### src/sv/bpb_pkg.sv
package bpb_pkg;

  // Configuration register indexes
  localparam int CFG_IDX_W = 2;
  localparam int CFG_DATA_W = 5;

  typedef logic [CFG_IDX_W-1:0] cfg_idx_t;

  localparam cfg_idx_t CFG_DIGIT_COUNT   = 2'd0;
  localparam cfg_idx_t CFG_MIN_BYTES     = 2'd1;
  localparam cfg_idx_t CFG_SIGNED_MODE   = 2'd2;
  localparam cfg_idx_t CFG_LITTLE_ENDIAN = 2'd3;

  // Register reset values
  localparam logic [4:0] DIGIT_COUNT_RST = 5'd16;
  localparam logic [4:0] MIN_BYTES_RST   = 5'd0;

  // Sign mark ORed into the most significant byte of a negative field
  localparam logic [7:0] SIGN_MARK = 8'hF0;

  // Per-transaction controls handed from the front part to the back part
  typedef struct packed {
    logic [4:0] digit_count;
    logic       little_endian;
    logic       negative;
  } bpb_ctl_t;

endpackage

### src/sv/bpb_front.sv
module bpb_front #(
  parameter int MAX_BYTES  = 16,
  parameter int VALUE_BITS = 64,
  parameter int LEN_W      = $clog2(MAX_BYTES + 1)
) (
  input  logic                                  clk,
  input  logic                                  rst,
  input  logic                                  cfg_write,
  input  bpb_pkg::cfg_idx_t                     cfg_index,
  input  logic [bpb_pkg::CFG_DATA_W-1:0]        cfg_data,
  input  logic                                  in_valid,
  output logic                                  in_stall,
  input  logic signed [VALUE_BITS-1:0]          value,
  input  logic                                  q_full,
  output logic                                  q_push,
  output logic [VALUE_BITS-1:0]                 q_mag,
  output logic [LEN_W-1:0]                      q_len,
  output bpb_pkg::bpb_ctl_t                     q_ctl
);
  import bpb_pkg::*;

  logic [4:0] digit_count;
  logic [4:0] min_bytes;
  logic       signed_mode;
  logic       little_endian;

  logic [VALUE_BITS-1:0] raw;
  logic                  negative;
  logic [5:0]            base_len;
  logic [5:0]            field_len;

  // Configuration registers
  always_ff @(posedge clk) begin
    if (rst) begin
      digit_count   <= DIGIT_COUNT_RST;
      min_bytes     <= MIN_BYTES_RST;
      signed_mode   <= 1'b0;
      little_endian <= 1'b0;
    end else if (cfg_write) begin
      unique case (cfg_index)
        CFG_DIGIT_COUNT:   digit_count   <= cfg_data;
        CFG_MIN_BYTES:     min_bytes     <= cfg_data;
        CFG_SIGNED_MODE:   signed_mode   <= cfg_data[0];
        CFG_LITTLE_ENDIAN: little_endian <= cfg_data[0];
      endcase
    end
  end

  // Classify: sign, magnitude and field length
  always_comb begin
    raw      = value;
    negative = signed_mode & raw[VALUE_BITS-1];
    q_mag    = negative ? (~raw + 1'b1) : raw;

    base_len = ({1'b0, digit_count} + (signed_mode ? 6'd2 : 6'd1)) >> 1;
    field_len = ({1'b0, min_bytes} > base_len) ? {1'b0, min_bytes} : base_len;
    if (field_len > 6'(MAX_BYTES)) begin
      field_len = 6'(MAX_BYTES);
    end
    q_len = LEN_W'(field_len);

    q_ctl.digit_count   = digit_count;
    q_ctl.little_endian = little_endian;
    q_ctl.negative      = negative;
  end

  // Hold the input while the queue is full; drop empty fields
  assign in_stall = q_full;
  assign q_push   = in_valid & ~q_full & (field_len != 6'd0);

endmodule

### src/sv/bpb_queue.sv
module bpb_queue #(
  parameter int WIDTH = 8
) (
  input  logic             clk,
  input  logic             rst,
  input  logic             push,
  input  logic [WIDTH-1:0] push_data,
  input  logic             pop,
  output logic [WIDTH-1:0] pop_data,
  output logic             full,
  output logic             empty
);

  logic [WIDTH-1:0] entry [2];
  logic             wr_ptr;
  logic             rd_ptr;
  logic [1:0]       count;

  // Two-entry queue between front and back
  always_ff @(posedge clk) begin
    if (rst) begin
      wr_ptr <= 1'b0;
      rd_ptr <= 1'b0;
      count  <= 2'd0;
    end else begin
      if (push) begin
        wr_ptr <= ~wr_ptr;
      end
      if (pop) begin
        rd_ptr <= ~rd_ptr;
      end
      count <= count + {1'b0, push} - {1'b0, pop};
    end
  end

  always_ff @(posedge clk) begin
    if (push) begin
      entry[wr_ptr] <= push_data;
    end
  end

  assign pop_data = entry[rd_ptr];
  assign full     = (count == 2'd2);
  assign empty    = (count == 2'd0);

endmodule

### src/sv/bpb_back.sv
module bpb_back #(
  parameter int MAX_BYTES  = 16,
  parameter int VALUE_BITS = 64,
  parameter int LEN_W      = $clog2(MAX_BYTES + 1)
) (
  input  logic                  clk,
  input  logic                  rst,
  input  logic                  q_empty,
  output logic                  q_pop,
  input  logic [VALUE_BITS-1:0] q_mag,
  input  logic [LEN_W-1:0]      q_len,
  input  bpb_pkg::bpb_ctl_t     q_ctl,
  output logic                  out_valid,
  input  logic                  out_stall,
  output logic [7:0]            out_byte,
  output logic                  last
);
  import bpb_pkg::*;

  localparam int NDIG  = VALUE_BITS / 3 + 1;
  localparam int CNT_W = $clog2(VALUE_BITS);
  localparam int IDX_W = $clog2(MAX_BYTES);

  typedef enum logic [2:0] {
    ST_IDLE    = 3'b001,
    ST_CONVERT = 3'b010,
    ST_EMIT    = 3'b100
  } state_t;

  state_t                state;
  state_t                state_next;
  logic [VALUE_BITS-1:0] bin;
  logic [NDIG*4-1:0]     bcd;
  logic [NDIG*4-1:0]     bcd_adj;
  logic [CNT_W-1:0]      cnt;
  logic [LEN_W-1:0]      len;
  logic [LEN_W-1:0]      pos;
  bpb_ctl_t              ctl;

  logic [3:0]            digit [2*MAX_BYTES];
  logic [7:0]            field [MAX_BYTES];
  logic [LEN_W-1:0]      sel;
  logic                  sel_last;
  logic                  out_load;

  // Add three to every digit of five or more before the shift
  always_comb begin
    for (int d = 0; d < NDIG; d++) begin
      bcd_adj[d*4 +: 4] = (bcd[d*4 +: 4] >= 4'd5) ? bcd[d*4 +: 4] + 4'd3 : bcd[d*4 +: 4];
    end
  end

  // Mask digits above the digit count and pack two per byte
  always_comb begin
    for (int d = 0; d < 2*MAX_BYTES; d++) begin
      digit[d] = 4'd0;
    end
    for (int d = 0; d < NDIG && d < 2*MAX_BYTES; d++) begin
      if (d < int'(ctl.digit_count)) begin
        digit[d] = bcd[d*4 +: 4];
      end
    end
    for (int b = 0; b < MAX_BYTES; b++) begin
      field[b] = {digit[2*b+1], digit[2*b]};
    end
  end

  // Pick the byte for this output position
  assign sel_last = (pos == len - 1'b1);
  assign sel      = ctl.little_endian ? pos : (len - 1'b1 - pos);
  assign out_load = (state == ST_EMIT) & (~out_valid | ~out_stall);
  assign q_pop    = (state == ST_IDLE) & ~q_empty;

  always_comb begin
    state_next = state;
    unique case (state)
      ST_IDLE: begin
        if (!q_empty) begin
          state_next = ST_CONVERT;
        end
      end
      ST_CONVERT: begin
        if (cnt == CNT_W'(VALUE_BITS - 1)) begin
          state_next = ST_EMIT;
        end
      end
      ST_EMIT: begin
        if (out_load && sel_last) begin
          state_next = ST_IDLE;
        end
      end
      default: state_next = ST_IDLE;
    endcase
  end

  always_ff @(posedge clk) begin
    if (rst) begin
      state     <= ST_IDLE;
      out_valid <= 1'b0;
    end else begin
      state <= state_next;
      if (out_load) begin
        out_valid <= 1'b1;
      end else if (!out_stall) begin
        out_valid <= 1'b0;
      end
    end
  end

  // Load, shift one bit per cycle, then step through the bytes
  always_ff @(posedge clk) begin
    unique case (state)
      ST_IDLE: begin
        bin <= q_mag;
        bcd <= '0;
        cnt <= '0;
        len <= q_len;
        ctl <= q_ctl;
        pos <= '0;
      end
      ST_CONVERT: begin
        bcd <= {bcd_adj[NDIG*4-2:0], bin[VALUE_BITS-1]};
        bin <= {bin[VALUE_BITS-2:0], 1'b0};
        cnt <= cnt + 1'b1;
      end
      ST_EMIT: begin
        if (out_load) begin
          pos <= pos + 1'b1;
        end
      end
      default: ;
    endcase
  end

  // Output register
  always_ff @(posedge clk) begin
    if (out_load) begin
      out_byte <= field[sel[IDX_W-1:0]] | ((ctl.negative && sel == len - 1'b1) ? SIGN_MARK : 8'd0);
      last     <= sel_last;
    end
  end

endmodule

### src/sv/binary_to_packed_bcd_bytes.sv
// Binary to packed BCD byte stream.
// Each value is converted one bit per cycle through the shift-and-add-3 converter, then
// its bytes are emitted one byte per cycle while out_stall is low. The back end finishes
// one value before it pops another from the queue; a two-entry queue lets
// the input side run ahead. Empty fields produce no output.
// Reset: rst (synchronous) clears the queue and control, restores register defaults.
module binary_to_packed_bcd_bytes #(
  parameter int MAX_BYTES  = 16,
  parameter int VALUE_BITS = 64
) (
  input  logic                           clk,
  input  logic                           rst,
  input  logic                           cfg_write,
  input  bpb_pkg::cfg_idx_t              cfg_index,
  input  logic [bpb_pkg::CFG_DATA_W-1:0] cfg_data,
  input  logic                           in_valid,
  output logic                           in_stall,
  input  logic signed [VALUE_BITS-1:0]   value,
  output logic                           out_valid,
  input  logic                           out_stall,
  output logic [7:0]                     out_byte,
  output logic                           last
);
  import bpb_pkg::*;

  localparam int LEN_W = $clog2(MAX_BYTES + 1);
  localparam int Q_W   = VALUE_BITS + LEN_W + $bits(bpb_ctl_t);

  logic                  q_full;
  logic                  q_empty;
  logic                  q_push;
  logic                  q_pop;
  logic [VALUE_BITS-1:0] f_mag;
  logic [LEN_W-1:0]      f_len;
  bpb_ctl_t              f_ctl;
  logic [VALUE_BITS-1:0] b_mag;
  logic [LEN_W-1:0]      b_len;
  bpb_ctl_t              b_ctl;
  logic [Q_W-1:0]        q_out;

  bpb_front #(
    .MAX_BYTES  (MAX_BYTES),
    .VALUE_BITS (VALUE_BITS),
    .LEN_W      (LEN_W)
  ) u_front (
    .clk       (clk),
    .rst       (rst),
    .cfg_write (cfg_write),
    .cfg_index (cfg_index),
    .cfg_data  (cfg_data),
    .in_valid  (in_valid),
    .in_stall  (in_stall),
    .value     (value),
    .q_full    (q_full),
    .q_push    (q_push),
    .q_mag     (f_mag),
    .q_len     (f_len),
    .q_ctl     (f_ctl)
  );

  bpb_queue #(
    .WIDTH (Q_W)
  ) u_queue (
    .clk       (clk),
    .rst       (rst),
    .push      (q_push),
    .push_data ({f_mag, f_len, f_ctl}),
    .pop       (q_pop),
    .pop_data  (q_out),
    .full      (q_full),
    .empty     (q_empty)
  );

  assign {b_mag, b_len, b_ctl} = q_out;

  bpb_back #(
    .MAX_BYTES  (MAX_BYTES),
    .VALUE_BITS (VALUE_BITS),
    .LEN_W      (LEN_W)
  ) u_back (
    .clk       (clk),
    .rst       (rst),
    .q_empty   (q_empty),
    .q_pop     (q_pop),
    .q_mag     (b_mag),
    .q_len     (b_len),
    .q_ctl     (b_ctl),
    .out_valid (out_valid),
    .out_stall (out_stall),
    .out_byte  (out_byte),
    .last      (last)
  );

endmodule
### config.mk
export PLATFORM = sky130hd
export DESIGN_NAME = binary_to_packed_bcd_bytes
export DESIGN_NICKNAME = d
export VERILOG_FILES = /design/src/sv/bpb_pkg.sv /design/src/sv/bpb_front.sv /design/src/sv/bpb_queue.sv /design/src/sv/bpb_back.sv /design/src/sv/binary_to_packed_bcd_bytes.sv
export SDC_FILE = /design/constraint.sdc
export NUM_CORES = 1
export LEC_CHECK = 0
export ABC_AREA = 1
export BUFFER_PORTS_ARGS = -buffer_cell sky130_fd_sc_hd__buf_2
export CORE_UTILIZATION = 50
export CTS_CLUSTER_DIAMETER = 120
export CTS_CLUSTER_SIZE = 24
export DETAILED_ROUTE_END_ITERATION = 10
export MAX_ROUTING_LAYER = met4
export PLACE_DENSITY = 0.73
export SYNTH_ARGS = -nofsm -noshare
export SYNTH_HDL_FRONTEND = slang
export SYNTH_SLANG_ARGS = --single-unit
### constraint.sdc
create_clock -name clk -period 11.9 [get_ports clk]
set_clock_uncertainty 0.05 [all_clocks]
set_input_delay 1.19 -clock clk [delete_from_list [all_inputs] [get_ports clk]]
set_output_delay 1.19 -clock clk [all_outputs]
set_load 0.05 [all_outputs]
==> results of run 1 <==
critical path: stages, from the launching register on:
cell and delay [ns]:
dfxtp_1 0.36, inv_1 0.08, nor3_4 0.11, buf_4 0.61
clkinv_1 0.47, nand2_4 0.13, buf_4 0.81, buf_4 0.91
area by class of cell:
| class | instances | area [µm²] |
|---|---|---|
| sequential | 357 | 10500 |
| clock buffer | 25 | 498 |
| multi-input combinational | 1295 | 7080 |
| tap | 504 | 631 |
| timing repair buffer | 97 | 513 |
| clock inverter | 1 | 5.00 |
| fill | 3311 | 16600 |
| inverter | 292 | 1100 |
layer usage:
| metal | track usage [%] | wire length (µm) | vias to the layer above |
|---|---|---|---|
| met5 | - | 0 | - |
| li1 | - | - | 6901 |
| met2 | 37.3 | 19600 | 308 |
| met1 | 29.0 | 18700 | 6452 |
| met4 | 5.64 | 934 | 0 |
| met3 | 1.97 | 1710 | 63 |
cells in the mapped netlist, drive strengths merged:
| cell type | count |
|---|---|
| a211oi | 12 |
| a21oi | 111 |
| a31oi | 14 |
| and2 | 2 |
| buf | 28 |
| clkbuf | 33 |
| clkinv | 3 |
| dfxtp | 21 |
| edfxtp | 336 |
| fa | 2 |
| ha | 60 |
| inv | 289 |
| mux2 | 13 |
| mux2i | 1 |
| nand2 | 334 |
| nand3 | 129 |
| nand3b | 2 |
| nand4 | 17 |
| nor2 | 158 |
| nor3 | 60 |
| nor3b | 2 |
| nor4 | 2 |
| o211ai | 3 |
| o21a | 2 |
| o21ai | 265 |
| o21bai | 3 |
| o22ai | 4 |
| o31ai | 6 |
| or2 | 2 |
| xnor2 | 13 |
| xor2 | 78 |
cell usage in the layout, fill, tap and decap left out, types with 3 or more instances in the layout:
cell         n
edfxtp_1   336
nand2_1    325
inv_1      283
o21ai_0    249
nor2_1     148
nand3_1    124
a21oi_1    109
buf_2       86
xor2_1      78
ha_1        60
nor3_1      56
dfxtp_1     20
clkbuf_16   19
nand4_1     16
a31oi_1     14
mux2_2      13
xnor2_1     13
a211oi_1    12
o21ai_1     11
buf_4       11
nand2_2      7
inv_2        6
nor2_2       6
o31ai_1      6
clkbuf_1     6
nand3_2      4
o21ai_2      4
o22ai_1      4
nor2_4       4
nor3_2       3
o211ai_1     3
o21bai_1     3
path summary, 6_finish.rpt:
| kind | end | slack, ns | cells after the start |
|---|---|---|---|
| setup / recovery | u_back.bin[51] | 7.83 | 7 |
| setup reg to reg | u_back.bin[51] | 7.83 | 7 |
| hold / removal | flip-flop | 0.40 | 1 |
| hold reg to reg | flip-flop | 0.40 | 1 |
stage by stage:
stage	cells	total power [mW]	setup WS [ns]	util (%)
6_report	2571	4.65	7.83	55.0
2_1_floorplan	2005	3.52	5.95	-
4_1_cts	2571	4.67	7.80	55.0
5_1_grt	2571	5.00	7.51	55.0
3_3_place_gp	2545	3.92	7.95	53.7
3_5_place_dp	2545	4.00	7.85	53.7
sequential cells by signal, summed over array words and instances (netlist names), named ones only:
register and count:
u_back.state 3, u_front.digit_count 5, u_front.signed_mode 1, u_queue.count 2
u_back.ctl 7, u_queue.rd_ptr 1, u_back.pos 5, u_back.cnt 6
u_back.bcd 88, u_queue.wr_ptr 1, u_front.little_endian 1, u_back.out_valid 1
u_back.last 1, u_front.min_bytes 5, u_back.bin 64, u_back.len 5
u_back.out_byte 8, u_queue.entry 152
power breakdown:
part | leakage (nW) | switching (mW) | internal (mW)
Clock | 0.245 | 0.376 | 0.295
Combinational | 4.24 | 1.26 | 0.549
Sequential | 3.51 | 0.240 | 1.93
cell families (layout without fill, tap and decap cells):
group,after synthesis,count (layout)
compound gates,420,420
xor+xnor,91,91
fa+ha+maj,62,62
buf+inv,353,415
flops,357,357
mux,14,14
simple gates,708,708
==> qor.csv, run 1 <==
metric;value;unit
Final Max Slew Viols;0;
largest family of logic cells by synthesized area;simple AND/OR/NAND/NOR gates;
final WL;40.9;mm
FP Rows;70;
layout cell share with drive strength beyond 1;8.51;%
Compound-Gate Fraction of Synth Area;11.7;%
Worst-Margin Slew;1.15;ns
flops & latches, synth;357;
CTS H-tree depth;1;
Placed Area;0.0198;mm²
Clk Latency, worst-skew pair;0.53;ns
critical path fanouts, max;85;
GRT Util Overall;22.2;%
Hold-fix buffers, CTS;0;
total CTS buffers;18;
post-CTS sizing;0;
critical path required time;11.99;ns
final setup violation count;0;
top cell type's share of synthesized area;53.3;%
detailed placement HPWL;29.6;mm
worst hold path startpoint;u_queue.rd_ptr;
Synth area leader;edfxtp_1;
gp weighted congestion;0.934;
RSZ-0062 raised after global routing;false;
yosys warns;0;
setup TNS;0;ns
Clock transition at path regs;0.10;ns
Hold Fails Final Rpt;0;
routed via count;13700;
postcts setup bufs;0;
Longest Clk Path Bufs;3;
Post-Synth Adder-Cell Area;4.18;%
Leak Pwr;7.99;nW
Setup CP Type;reg2reg;
I/O pins;87;
Netlist cell types;47;
DR iter-0 viols;1077;
R2R Path Start;u_back.state[1];
Critical path origin;u_back.state[1];
I/O Buffers;86;
Routed WL per cell;15.9;µm
final cycle utilization of the critical path;34.2;%
residual DRC count;0;
DIE HEIGHT;197;µm
max_cap viols;0;
Syn-to-layout area delta;7.46;%
peak supply drop;0.172;mV
Max Clk Rate;0.245;GHz
Die W;197;µm
Setup crit end kind;flip-flop;
Initial Utilization;51.2;%
post-synth design cell area;0.0189;mm²
Syn Area/Cell;9.44;µm²
core area;0.0370;mm²
vias per cell;5.34;
PwrDens;229;mW/mm²
post-synthesis mux area share;0.827;%
Worst EP arrival;4.16;ns
Worst Setup Start Kind;flip-flop;
post-synthesis sequential area ratio;55.5;%
CTS tree;built;
layout net count;2199;
minimum clock period;4.07;ns
HP Class;reg2reg;
outcome;completed;
die area;0.0386;mm²
post-synthesis simple-gate area fraction;16.3;%
post-route ant nets;0;
number of global-route vias before repair;13300;
synthesized-area fraction occupied by xor and xnor cells;4.21;%
Cells after Synth;2005;
clk sinks;357;
first drt pass iteration count;6;
largest net degree at the start of global routing;129;
initial antenna violation count;0;
post-synth net total;2143;
WHS;0.403;ns
diode count;0;
dominant cells by area after synthesis;edfxtp_1 (53%), o21ai_0 (6.6%), nand2_1 (6.5%), inv_1 (5.6%), ha_1 (4.0%);
overflow left after global routing;0;
final instance area;0.0203;mm²
global-route wire length before repair;66.9;mm
max_slew headroom;23.4;%
CTS root buf;clkbuf_16;
(Power assumes the default switching activity.)
==> run 2, diff against run 1 <==
--- a/config.mk
+++ b/config.mk
@@ -12,7 +12,7 @@
 export CTS_CLUSTER_SIZE = 24
 export DETAILED_ROUTE_END_ITERATION = 10
 export MAX_ROUTING_LAYER = met4
-export PLACE_DENSITY = 0.73
+export PLACE_DENSITY = 0.76
 export SYNTH_ARGS = -nofsm -noshare
 export SYNTH_HDL_FRONTEND = slang
 export SYNTH_SLANG_ARGS = --single-unit
==> constraint.sdc (replaced) <==
create_clock -name clk -period 3.4 [get_ports clk]
set_clock_uncertainty 0.05 [all_clocks]
set_input_delay 0.34 -clock clk [delete_from_list [all_inputs] [get_ports clk]]
set_output_delay 0.34 -clock clk [all_outputs]
set_load 0.05 [all_outputs]
==> qor.csv, run 2 (synthesis results as in run 1) <==
metric;value;unit
I/O pins;87;
Final Max Slew Viols;0;
Clock transition at path regs;0.09;ns
layout cell share with drive strength beyond 1;10.1;%
Worst-Margin Slew;0.902;ns
Setup CP Type;reg2reg;
Initial Utilization;51.2;%
WHS;0.0214;ns
post-route ant nets;0;
I/O Buffers;86;
Largest regs;u_queue.entry (152), u_back.bcd (88), u_back.bin (64);
critical path required time;3.76;ns
residual DRC count;0;
grt met3 use;2.14;%
HP Class;in2reg;
initial antenna violation count;0;
Global Route met1 Usage;27.0;%
diode count;0;
Die W;197;µm
Worst Setup Start Kind;flip-flop;
final WL;40.6;mm
DIE HEIGHT;197;µm
global-route wire length before repair;66.2;mm
final setup violation count;0;
GR peak layer;met2;
total CTS buffers;18;
Clk Latency, worst-skew pair;0.52;ns
largest net degree at the start of global routing;184;
first drt pass iteration count;5;
commonest non-fill, non-tap cell in the layout;edfxtp_1;
CTS tree;built;
GRT Util Overall;21.7;%
final worst setup slack;0.215;ns
register area;0.0105;mm²
overflow left after global routing;0;
Critical path origin;u_front.signed_mode;
layout net count;2219;
DR iter-0 viols;1053;
max reg flops;152;
Finished Core Util;56.1;%
gp weighted congestion;0.962;
Syn-to-layout area delta;9.51;%
Worst R2R End;u_queue.count[1];
core area;0.0370;mm²
Reg2Reg Setup Slack;0.21;ns
PwrDens;794;mW/mm²
Longest Clk Path Bufs;3;
CTS root buf;clkbuf_16;
area of the multi-input gates;0.00713;mm²
routed via count;13900;
total power after layout;16.5;mW
final cycle utilization of the critical path;93.7;%
met2 Use GR;37.8;%
Routed WL per cell;15.7;µm
max_slew headroom;39.7;%
CTS H-tree depth;1;
Setup crit end kind;flip-flop;
peak supply drop;0.531;mV
Leak Pwr;8.14;nW
critical path fanouts, max;6;
die area;0.0386;mm²
Most flops, register;u_queue.entry;
Hold Fails Final Rpt;0;
commonest cells after routing, fill and taps aside;edfxtp_1 (336), nand2_1 (322), inv_1 (281);
Max Clk Rate;0.314;GHz
RSZ-0062 raised after global routing;true;
R2R Path Start;u_front.signed_mode;
CP endpoint;u_queue.count[1];
FP Rows;70;
minimum clock period;3.19;ns
pre-CTS setup slack;0.0287;ns
outcome;completed;
max_cap viols;0;
Worst Reg2Reg Path Length in Cells;22;
Worst EP arrival;3.54;ns
vias per cell;5.36;
detailed placement HPWL;29.3;mm
number of global-route vias before repair;13600;
clk sinks;357;
fillcell total;3274;
setup TNS;0;ns
run 2: cell type report:
| class | count | share of cell area (%) |
|---|---|---|
| Tap cell | 504 | 3.04 |
| Multi-Input combinational cell | 1295 | 34.4 |
| Clock buffer | 26 | 2.47 |
| Timing Repair Buffer | 117 | 3.99 |
| Sequential cell | 357 | 50.8 |
| Inverter | 292 | 5.31 |
run 2: critical path, cell delays in order, from the launching register on:
cell	delay (ns)
dfxtp_4	0.39
inv_2	0.06
nand2_2	0.07
inv_2	0.04
fa_2	0.37
xor2_2	0.20
inv_1	0.06
ha_1	0.27
nand2_1	0.06
nor2_2	0.09
nand2_1	0.07
nand3_2	0.13
nand2_4	0.09
nand2_1	0.09
nand2_1	0.06
nor2_2	0.13
nand3_2	0.12
nand2_2	0.11
inv_1	0.05
ha_1	0.19
xor2_1	0.16
o21ai_0	0.15
a21oi_1	0.06
run 2: what timing repair did:
action / CTS / global route
cloned: 0 / 2
hold endpoints to repair: 3 / 0
pin swaps: 0 / 3
setup buffers: 1 / 2
setup endpoints to repair: 21 / 131
hold buffers: 1 / 0
gates resized for setup: 0 / 10
run 2: per-layer routing:
metal | part of all wire [%] | vias to the layer above
met5 | 0 | -
met4 | 2.6 | 0
met3 | 4.0 | 68
met2 | 50 | 336
met1 | 44 | 6539
li1 | - | 6940
run 2: worst min-delay path by stage:
stage	cells past startpoint	from	end	slack, ns
2_1_floorplan	1	rst	u_back.out_valid	0.36
3_3_place_gp	1	u_queue.rd_ptr	flip-flop	0.38
3_5_place_dp	1	u_queue.rd_ptr	flip-flop	0.38
4_1_cts	3	cfg_data[4]	u_front.min_bytes[4]	0.002
5_1_grt	1	value[0]	u_queue.entry[0][12]	0.007
6_report	1	value[0]	u_queue.entry[0][12]	0.02
run 2: through the flow:
step | std cells | cell area (µm²)
2_1_floorplan | 2005 | 19000
3_3_place_gp | 2559 | 20100
3_5_place_dp | 2559 | 20100
4_1_cts | 2587 | 20600
5_1_grt | 2591 | 20700
6_report | 2591 | 20700
run 2: where the power goes:
| group | switching (mW) | internal (mW) |
|---|---|---|
| clock network | 1.29 | 1.05 |
| registers | 0.907 | 6.73 |
| logic | 4.36 | 2.12 |
| total | 6.56 | 9.91 |
==> run 3, diff against run 2 <==
--- a/config.mk
+++ b/config.mk
@@ -7,12 +7,12 @@
 export LEC_CHECK = 0
 export ABC_AREA = 1
 export BUFFER_PORTS_ARGS = -buffer_cell sky130_fd_sc_hd__buf_2
-export CORE_UTILIZATION = 50
+export CORE_UTILIZATION = 40
 export CTS_CLUSTER_DIAMETER = 120
 export CTS_CLUSTER_SIZE = 24
 export DETAILED_ROUTE_END_ITERATION = 10
 export MAX_ROUTING_LAYER = met4
-export PLACE_DENSITY = 0.76
+export PLACE_DENSITY = 0.64
 export SYNTH_ARGS = -nofsm -noshare
 export SYNTH_HDL_FRONTEND = slang
 export SYNTH_SLANG_ARGS = --single-unit
==> qor.csv, run 3 (synthesis results as in run 1) <==
metric;value;unit
Worst-Margin Slew;0.895;ns
failing checks;design-rule violations;
max_cap viols;0;
Post-Place Cells;2662;
Max Clk Rate;0.309;GHz
Finished Core Util;44.9;%
layout net count;2225;
Worst Reg2Reg Path Length in Cells;21;
Syn-to-layout area delta;10.6;%
largest net degree at the start of global routing;184;
Worst R2R End;u_queue.count[1];
Worst EP arrival;3.61;ns
residual DRC count;6;
overflow left after global routing;0;
minimum clock period;3.24;ns
Leak Pwr;8.17;nW
HP Class;in2reg;
Longest Clk Path Bufs;3;
WHS;0.0446;ns
Setup CP Type;reg2reg;
Clk Latency, worst-skew pair;0.53;ns
outcome;finished, violations left;
commonest cells after routing, fill and taps aside;edfxtp_1 (336), nand2_1 (323), inv_1 (281);
I/O pins;87;
Setup crit end kind;flip-flop;
CTS H-tree depth;1;
fillcell total;4450;
gp weighted congestion;0.910;
peak supply drop;0.488;mV
max_slew headroom;40.1;%
Routed WL per cell;15.8;µm
Most flops, register;u_queue.entry;
CTS tree;built;
worst hold path startpoint;cfg_data[3];
Hold Fails Final Rpt;0;
initial antenna violation count;0;
diode count;0;
Final Max Slew Viols;0;
Initial Utilization;40.6;%
number of global-route vias before repair;13300;
CTS root buf;clkbuf_16;
GRT Util Overall;18.0;%
routed via count;13600;
I/O Buffers;86;
die area;0.0482;mm²
vias per cell;5.05;
total CTS buffers;18;
layout cell share with drive strength beyond 1;10.2;%
final WL;42.5;mm
Worst Setup Start Kind;flip-flop;
critical path required time;3.78;ns
Die W;220;µm
clk sinks;357;
critical path fanouts, max;6;
global-route wire length before repair;67.8;mm
final setup violation count;0;
Clock transition at path regs;0.10;ns
PwrDens;790;mW/mm²
core area;0.0467;mm²
max reg flops;152;
R2R Path Start;u_front.signed_mode;
total power after layout;16.5;mW
post-route ant nets;0;
RSZ-0062 raised after global routing;true;
final cycle utilization of the critical path;95.2;%
Reg2Reg Setup Slack;0.16;ns
detailed placement HPWL;30.6;mm
setup TNS;0;ns
fin cells;2700;
DR iter-0 viols;1011;
DIE HEIGHT;220;µm
first drt pass iteration count;8;
FP Rows;79;
hold-critical path depth;3;
commonest non-fill, non-tap cell in the layout;edfxtp_1;
Largest regs;u_queue.entry (152), u_back.bcd (88), u_back.bin (64);
hold path endpoint;u_front.min_bytes[3];
[run 3: cell types whose count changed in the layout (fill, tap and decap cells not counted), sizes merged]
cell,change
buf,+1
clkinv,+1
dlygate4sd3,+4
[run 3: power by group]
group | internal, mW | switching (mW)
clock network | 1.03 | 1.34
logic | 2.15 | 4.43
registers | 6.73 | 0.860
[run 3: what timing repair did]
item | in CTS | in global routing
resized for setup | 0 | 11
hold buffers | 5 | 0
buffers inserted | 0 | 4
endpoints found under the setup margin | 0 | 154
hold endpoints to repair | 10 | 0
[run 3: worst max path at each step]
stage	from	endpoint	slack, ns
after CTS	u_front.signed_mode	u_queue.entry[0][66]	0.05
after detailed placement	u_front.signed_mode	u_queue.count[1]	0.06
after global routing	u_front.signed_mode	u_queue.count[1]	-0.11
after floorplan	u_front.signed_mode	u_queue.entry[1][0]	-0.40
after global placement	u_front.signed_mode	u_queue.count[1]	0.16
final	u_front.signed_mode	u_queue.count[1]	0.16
[run 3: per-layer routing]
| metal | track usage (%) | vias to the layer above | part of all wire [%] |
|---|---|---|---|
| met1 | 22.9 | 6352 | 46 |
| met4 | 3.80 | 0 | 1.9 |
| met2 | 31.2 | 276 | 49 |
| met5 | - | - | 0 |
| met3 | 1.56 | 49 | 3.6 |
| li1 | - | 6951 | - |
[run 3: worst max-delay path, cell delays in order (launching register included)]
cell and delay, ns:
dfxtp_4 0.39, inv_2 0.06, nand2_2 0.06, inv_2 0.04, fa_2 0.37, nand3_2 0.10
xor2_2 0.20, ha_1 0.26, nand2_1 0.10, nor2_2 0.05, nand2_1 0.06, nand3_2 0.15
nand2_4 0.14, nand2_1 0.05, o21ai_1 0.16, nand3_2 0.17, nand2_2 0.13, inv_1 0.06
ha_1 0.20, xor2_1 0.15, o21ai_0 0.14, a21oi_1 0.05
[run 3: cell type report]
type | instances | area, µm² | area share, %
tap | 607 | 759 | 3.63
clock buffer | 25 | 498 | 2.38
sequential | 357 | 10500 | 50.2
multi-input combinational | 1295 | 7140 | 34.1
clock inverter | 1 | 5.00 | 0.0239
timing repair buffer | 123 | 911 | 4.35
inverter | 292 | 1100 | 5.26
[run 3: through the flow]
step	area, µm²	setup slack [ns]
after global routing	20900	-0.106
after global placement	20200	0.164
after floorplan	19000	-0.401
final	20900	0.164
after detailed placement	20200	0.0637
after CTS	20800	0.0538
